[src/rtl/ndwag_divider.sv]
// Pipelined restoring divider, one quotient bit per stage, several lanes in lockstep.
module ndwag_divider #(
  parameter int LANES  = 2,
  parameter int NUM_W  = 32,
  parameter int DEN_W  = 16,
  parameter int SIDE_W = 1
) (
  input  logic                              clk,
  input  logic                              rst,
  input  logic                              en,
  input  logic                              in_valid,
  input  logic [LANES-1:0][NUM_W-1:0]       in_num,
  input  logic [LANES-1:0][DEN_W-1:0]       den,
  input  logic [SIDE_W-1:0]                 in_side,
  output logic                              out_valid,
  output logic [LANES-1:0][NUM_W-1:0]       out_quo,
  output logic [LANES-1:0][DEN_W-1:0]       out_rem,
  output logic [SIDE_W-1:0]                 out_side
);

  logic [NUM_W-1:0]                   vld;
  logic [LANES-1:0][NUM_W-1:0]        num_r   [NUM_W];
  logic [LANES-1:0][DEN_W-1:0]        rem_r   [NUM_W];
  logic [SIDE_W-1:0]                  side_r  [NUM_W];
  logic [LANES-1:0][NUM_W-1:0]        num_next[NUM_W];
  logic [LANES-1:0][DEN_W-1:0]        rem_next[NUM_W];
  logic [NUM_W-1:0]                   p_num;
  logic [DEN_W-1:0]                   p_rem;
  logic [DEN_W:0]                     trial;
  logic [DEN_W:0]                     diff;
  logic                               ge;

  // Each stage brings down one dividend bit and tries one subtraction.
  always_comb begin
    p_num = '0;
    p_rem = '0;
    trial = '0;
    diff  = '0;
    ge    = 1'b0;
    for (int s = 0; s < NUM_W; s++) begin
      for (int l = 0; l < LANES; l++) begin
        if (s == 0) begin
          p_num = in_num[l];
          p_rem = '0;
        end else begin
          p_num = num_r[s-1][l];
          p_rem = rem_r[s-1][l];
        end
        trial = {p_rem, p_num[NUM_W-1]};
        diff  = trial - {1'b0, den[l]};
        ge    = (trial >= {1'b0, den[l]});
        rem_next[s][l] = ge ? diff[DEN_W-1:0] : trial[DEN_W-1:0];
        num_next[s][l] = {p_num[NUM_W-2:0], ge};
      end
    end
  end

  always_ff @(posedge clk) begin
    if (rst) begin
      vld <= '0;
    end else if (en) begin
      vld <= {vld[NUM_W-2:0], in_valid};
    end
  end

  always_ff @(posedge clk) begin
    if (en) begin
      for (int s = 0; s < NUM_W; s++) begin
        num_r[s] <= num_next[s];
        rem_r[s] <= rem_next[s];
        if (s == 0) begin
          side_r[s] <= in_side;
        end else begin
          side_r[s] <= side_r[s-1];
        end
      end
    end
  end

  assign out_valid = vld[NUM_W-1];
  assign out_quo   = num_r[NUM_W-1];
  assign out_rem   = rem_r[NUM_W-1];
  assign out_side  = side_r[NUM_W-1];

endmodule

[config.mk]
export PLATFORM = sky130hd
export DESIGN_NAME = ndwag_divider
export DESIGN_NICKNAME = d
export VERILOG_FILES = /design/src/rtl/ndwag_divider.sv
export SDC_FILE = /design/constraint.sdc
export NUM_CORES = 2
export LEC_CHECK = 0
export BUFFER_PORTS_ARGS = -buffer_cell sky130_fd_sc_hd__buf_2
export CELL_PAD_IN_SITES_DETAIL_PLACEMENT = 0
export CELL_PAD_IN_SITES_GLOBAL_PLACEMENT = 1
export CORE_MARGIN = 2
export CORE_UTILIZATION = 50
export CTS_BUF_LIST = sky130_fd_sc_hd__clkbuf_2
export CTS_CLUSTER_SIZE = 40
export DETAILED_ROUTE_END_ITERATION = 8
export PLACE_DENSITY_LB_ADDON = 0.2
export SYNTH_ARGS = -nofsm -noshare
export SYNTH_HDL_FRONTEND = slang
export SYNTH_SLANG_ARGS = --single-unit
[constraint.sdc]
create_clock -name clk -period 6.58 [get_ports clk]
set_input_delay 0.329 -clock clk [delete_from_list [all_inputs] [get_ports clk]]
set_output_delay 0.329 -clock clk [all_outputs]
set_load 0.02 [all_outputs]
==> results by group <==
Timing
  – Final Hold Fails: 0
  – Final WS setup: 0.555 ns
  – RSZ-0062 raised after global routing: no
  – Clock Skews: 0.163 ns
  – Fin Setup TNS: 0 ns
  – Worst-margin pin slew: 1.54 ns
  – Setup Viol. Count Final: 0
  – Max-slew violations: 11
  – Fmax: 166 MHz
  – Hold slack final: 0.341 ns
  – Relative slew slack: -0.0264
  – Min cycle time layout: 6.02 ns
  – Crit share post-route: 0.916

Clock tree
  – Root Buffer: clkbuf_2
  – Worst-Skew Late Latency: 2.12 ns
  – Clock Tree Buf Depth: 4
  – CTS hold repair buffers: 401
  – Max H-tree Level: 6
  – Postcts setup bufs: 0
  – TritonCTS clock tree: done
  – Clk slew on worst S/H paths: 0.12 ns
  – Clock Sinks: 3,136
  – CTS buffer count: 792
  – Post_cts resized: 0

Critical path
  – R2r setup slk: 1.63 ns
  – Worst setup path end: rem_r[0][8]
  – CP endpoint kind: flop
  – Family with the most delay on the worst path: buffers and inverters
  – Bufs and invs on worst path: 13
  – Critical Path Start: den[0]
  – Most used cell, CP: dlygate4sd3_1
  – Crit-path cells: dlygate4sd3_1 -> dlygate4sd3_1 -> dlygate4sd3_1 -> buf_2 -> buf_12 -> buf_4 -> dlygate4sd3_1 -> ha_1 -> dlygate4sd3_1 -> inv_1 -> ha_1 -> a21oi_1 -> nor4_2 -> dlygate4sd3_1 -> buf_4 -> dlygate4sd3_1 -> a21boi_0 -> dlygate4sd3_1
  – Worst Path Required: 8.38 ns
  – Startpoint Class: input port
  – Crit-path max FO: 17
  – CP max stage delay: 1.20 ns
  – Crit path depth: 18
  – Reg2reg end: rem_r[0][287]
  – Reg-to-Reg Start: rem_r[0][245]
  – R2r worst-path depth: 12
  – Crit-path slowest cell: dlygate4sd3_1
  – Crit path kind: in -> reg
  – WP data arrival: 7.82 ns

Yosys
  – Post-synthesis compound-gate area fraction: 0.0967
  – FFs w/ async S/R, synth: 0
  – Synth Area in XOR/XNOR: 0.0387
  – Avg Cell Area, Syn: 13.9 um^2
  – Ys Warns: 0
  – Register area share after synthesis: 0.616
  – Register bit count reported by yosys: 3,136
  – Number of flops mapped to enable cells by yosys: 3,104
  – Post-synth top flop: edfxtp_1
  – Largest family of logic cells by synthesized area: compound AO/OA/AOI/OAI gates
  – Net count after synthesis: 12,100
  – Mapped Cells: 10,900
  – Mapped Area: 152,000 um^2
  – Unique masters post-synth: 101
  – Simple-gate portion of the synthesized area: 0.0776
  – Multiplexer share of the synthesized area: 0.0624
  – Adder-cell share of the synthesized area: 0.0899

Layout
  – Register area: 93,900 um^2
  – Layout Cells excl Fill: 16,900
  – Share of layout cells above drive strength 1: 0.189
  – Filler cells: 24,600
  – Area growth, synth to finish: 11.7%
  – Nets: 13,400
  – Multi-input logic area: 55,800 um^2

Placement
  – DPL Wire Length: 213 mm
  – Dpl cells: 15,000
  – Routability cong.: 0.874
  – # port buffers: 198
  – DP Worst Slack: 1.75 ns

Status
  – Status: complete, but fails checks
  – Failing checks: max-capacitance violations, max-slew violations

Floorplan
  – Core ar.: 303,000 um^2
  – Die W: 556 um
  – Initial Utilization: 0.503
  – Die ar.: 309,000 um^2
  – # IOs: 199
  – Row count: 202
  – Die Ht: 556 um

Routing
  – Initial DRC count: 6,406
  – WL per Instance: 19.5 um
  – DRC Markers: 0
  – Drt first pass iters: 6
  – Antenna Nets Post-Route: 0
  – DR vias: 93,400
  – Final wirelength: 329 mm
  – Vias per inst: 5.54

Pwr
  – Tot Pwr: 77.5 mW
  – Peak supply drop: 188 uV
  – Pwr/cell area: 455 nW/um^2
  – Pleak: 65.4 nW

Global routing
  – GRT met1 Usage: 0.305
  – GR Util met2: 0.318
  – GRT Total Usage: 0.209
  – Vias in the first global route: 93,200
  – Largest net degree at the start of global routing: 177
  – First-pass GRT wire length: 512 mm
  – Global-route met3 utilization: 0.0330
  – Initial antenna violation count: 13
  – GRT Max-Usage Layer: met2
  – Total gr overflow: 0

Min path
  – Hold Path Class: reg -> reg

Job
  – MaxCap Viol Count: 1
[Yosys cell counts, drive strengths merged, types with 29 or more instances]
library cell / count / area [um^2]
nand4: 142 / 888
ha: 996 / 12500
edfxtp: 3104 / 93200
a21oi: 574 / 2900
mux2: 694 / 7890
nand3: 180 / 901
or3: 99 / 624
o21bai: 54 / 405
nor2: 562 / 2110
o22ai: 31 / 194
o21ai: 542 / 2750
nor2b: 186 / 1180
o31a: 71 / 622
xor2: 224 / 1960
nand2b: 124 / 776
dfxtp: 32 / 641
nand2: 517 / 1940
or2: 74 / 463
a21boi: 59 / 443
nor3: 223 / 1130
o211ai: 43 / 323
buf: 165 / 1150
o31ai: 77 / 626
and3: 52 / 325
mux2i: 162 / 1620
a211oi: 105 / 788
xnor2: 449 / 3930
and2: 29 / 181
o21a: 148 / 1110
a21o: 191 / 1430
fa: 62 / 1240
a31oi: 80 / 551
nor4: 57 / 459
inv: 404 / 1520
clkbuf: 58 / 218
[cell families (layout without fill, tap and decap cells)]
family / Yosys count / after routing
AO/OA/AOI/OAI: 2241 / 2241
XOR/XNOR: 673 / 673
adder cells (fa/ha/maj): 1058 / 1058
other: 0 / 2
multiplexers: 856 / 856
flip-flops: 3136 / 3136
AND/OR/NAND/NOR: 2349 / 2349
buffers and inverters: 627 / 2567
[power breakdown]
part | internal, mW | switching (mW) | total (mW) | leakage (nW)
registers | 28.5 | 2.70 | 31.2 | 30.6
clock network | 5.27 | 8.12 | 13.4 | 5.56
logic | 15.7 | 17.2 | 32.9 | 29.3
[flip-flops by register name, indices dropped and copies added, names as in the netlist]
signal / flops
side_r: 32
rem_r: 1024
num_r: 2048
vld: 32
[per-stage QoR]
step            util  instance area (um^2)
6_report       0.562                170000
5_1_grt        0.562                170000
4_1_cts        0.562                170000
3_5_place_dp   0.523                159000
3_3_place_gp   0.523                159000
2_1_floorplan      -                152000
[worst min-delay path by stage]
stage	cells past startpoint	slack, ns	end	from
after global placement	0	0.40	num_r[1][170]	num_r[1][105]
final	0	0.34	num_r[0][116]	num_r[0][51]
after detailed placement	0	0.40	num_r[0][1005]	num_r[0][940]
after global routing	6	0.25	rem_r[0][27]	in_num[63]
after CTS	8	0.0009	rem_r[0][140]	den[12]
after floorplan	0	0.40	num_r[0][1000]	num_r[0][935]
[metal layers]
layer	part of all wire	routed length [um]	vias to the layer above
met4	0.027	8870	16
met2	0.44	146000	2440
met1	0.48	158000	45000
li1	-	-	45300
met5	0.00033	109	-
met3	0.052	17000	627
[placed cells by master (no fill, tap or decap), types with 162 or more instances in the layout]
cell           count
buf_2            195
xor2_1           224
o21ai_0          511
a21o_1           191
mux2i_1          162
clkbuf_2        1114
ha_1             996
a21oi_1          566
nor3_1           221
clkinv_1         192
nor2_1           561
dlygate4sd3_1    396
xnor2_1          449
mux2_2           672
nand2_1          517
inv_1            400
edfxtp_1        3104
nand3_1          180
nor2b_1          184
[area by class of cell]
class	instances	area share
Antenna cell	2	0.0000294
Sequential cell	3136	0.551
Multi-Input combinational cell	7177	0.328
Timing Repair Buffer	743	0.0384
Clock inverter	306	0.0115
Tap cell	3978	0.0292
Inverter	404	0.00891
Clock buffer	1114	0.0328
Note: power is estimated with default switching activity, not from simulation.
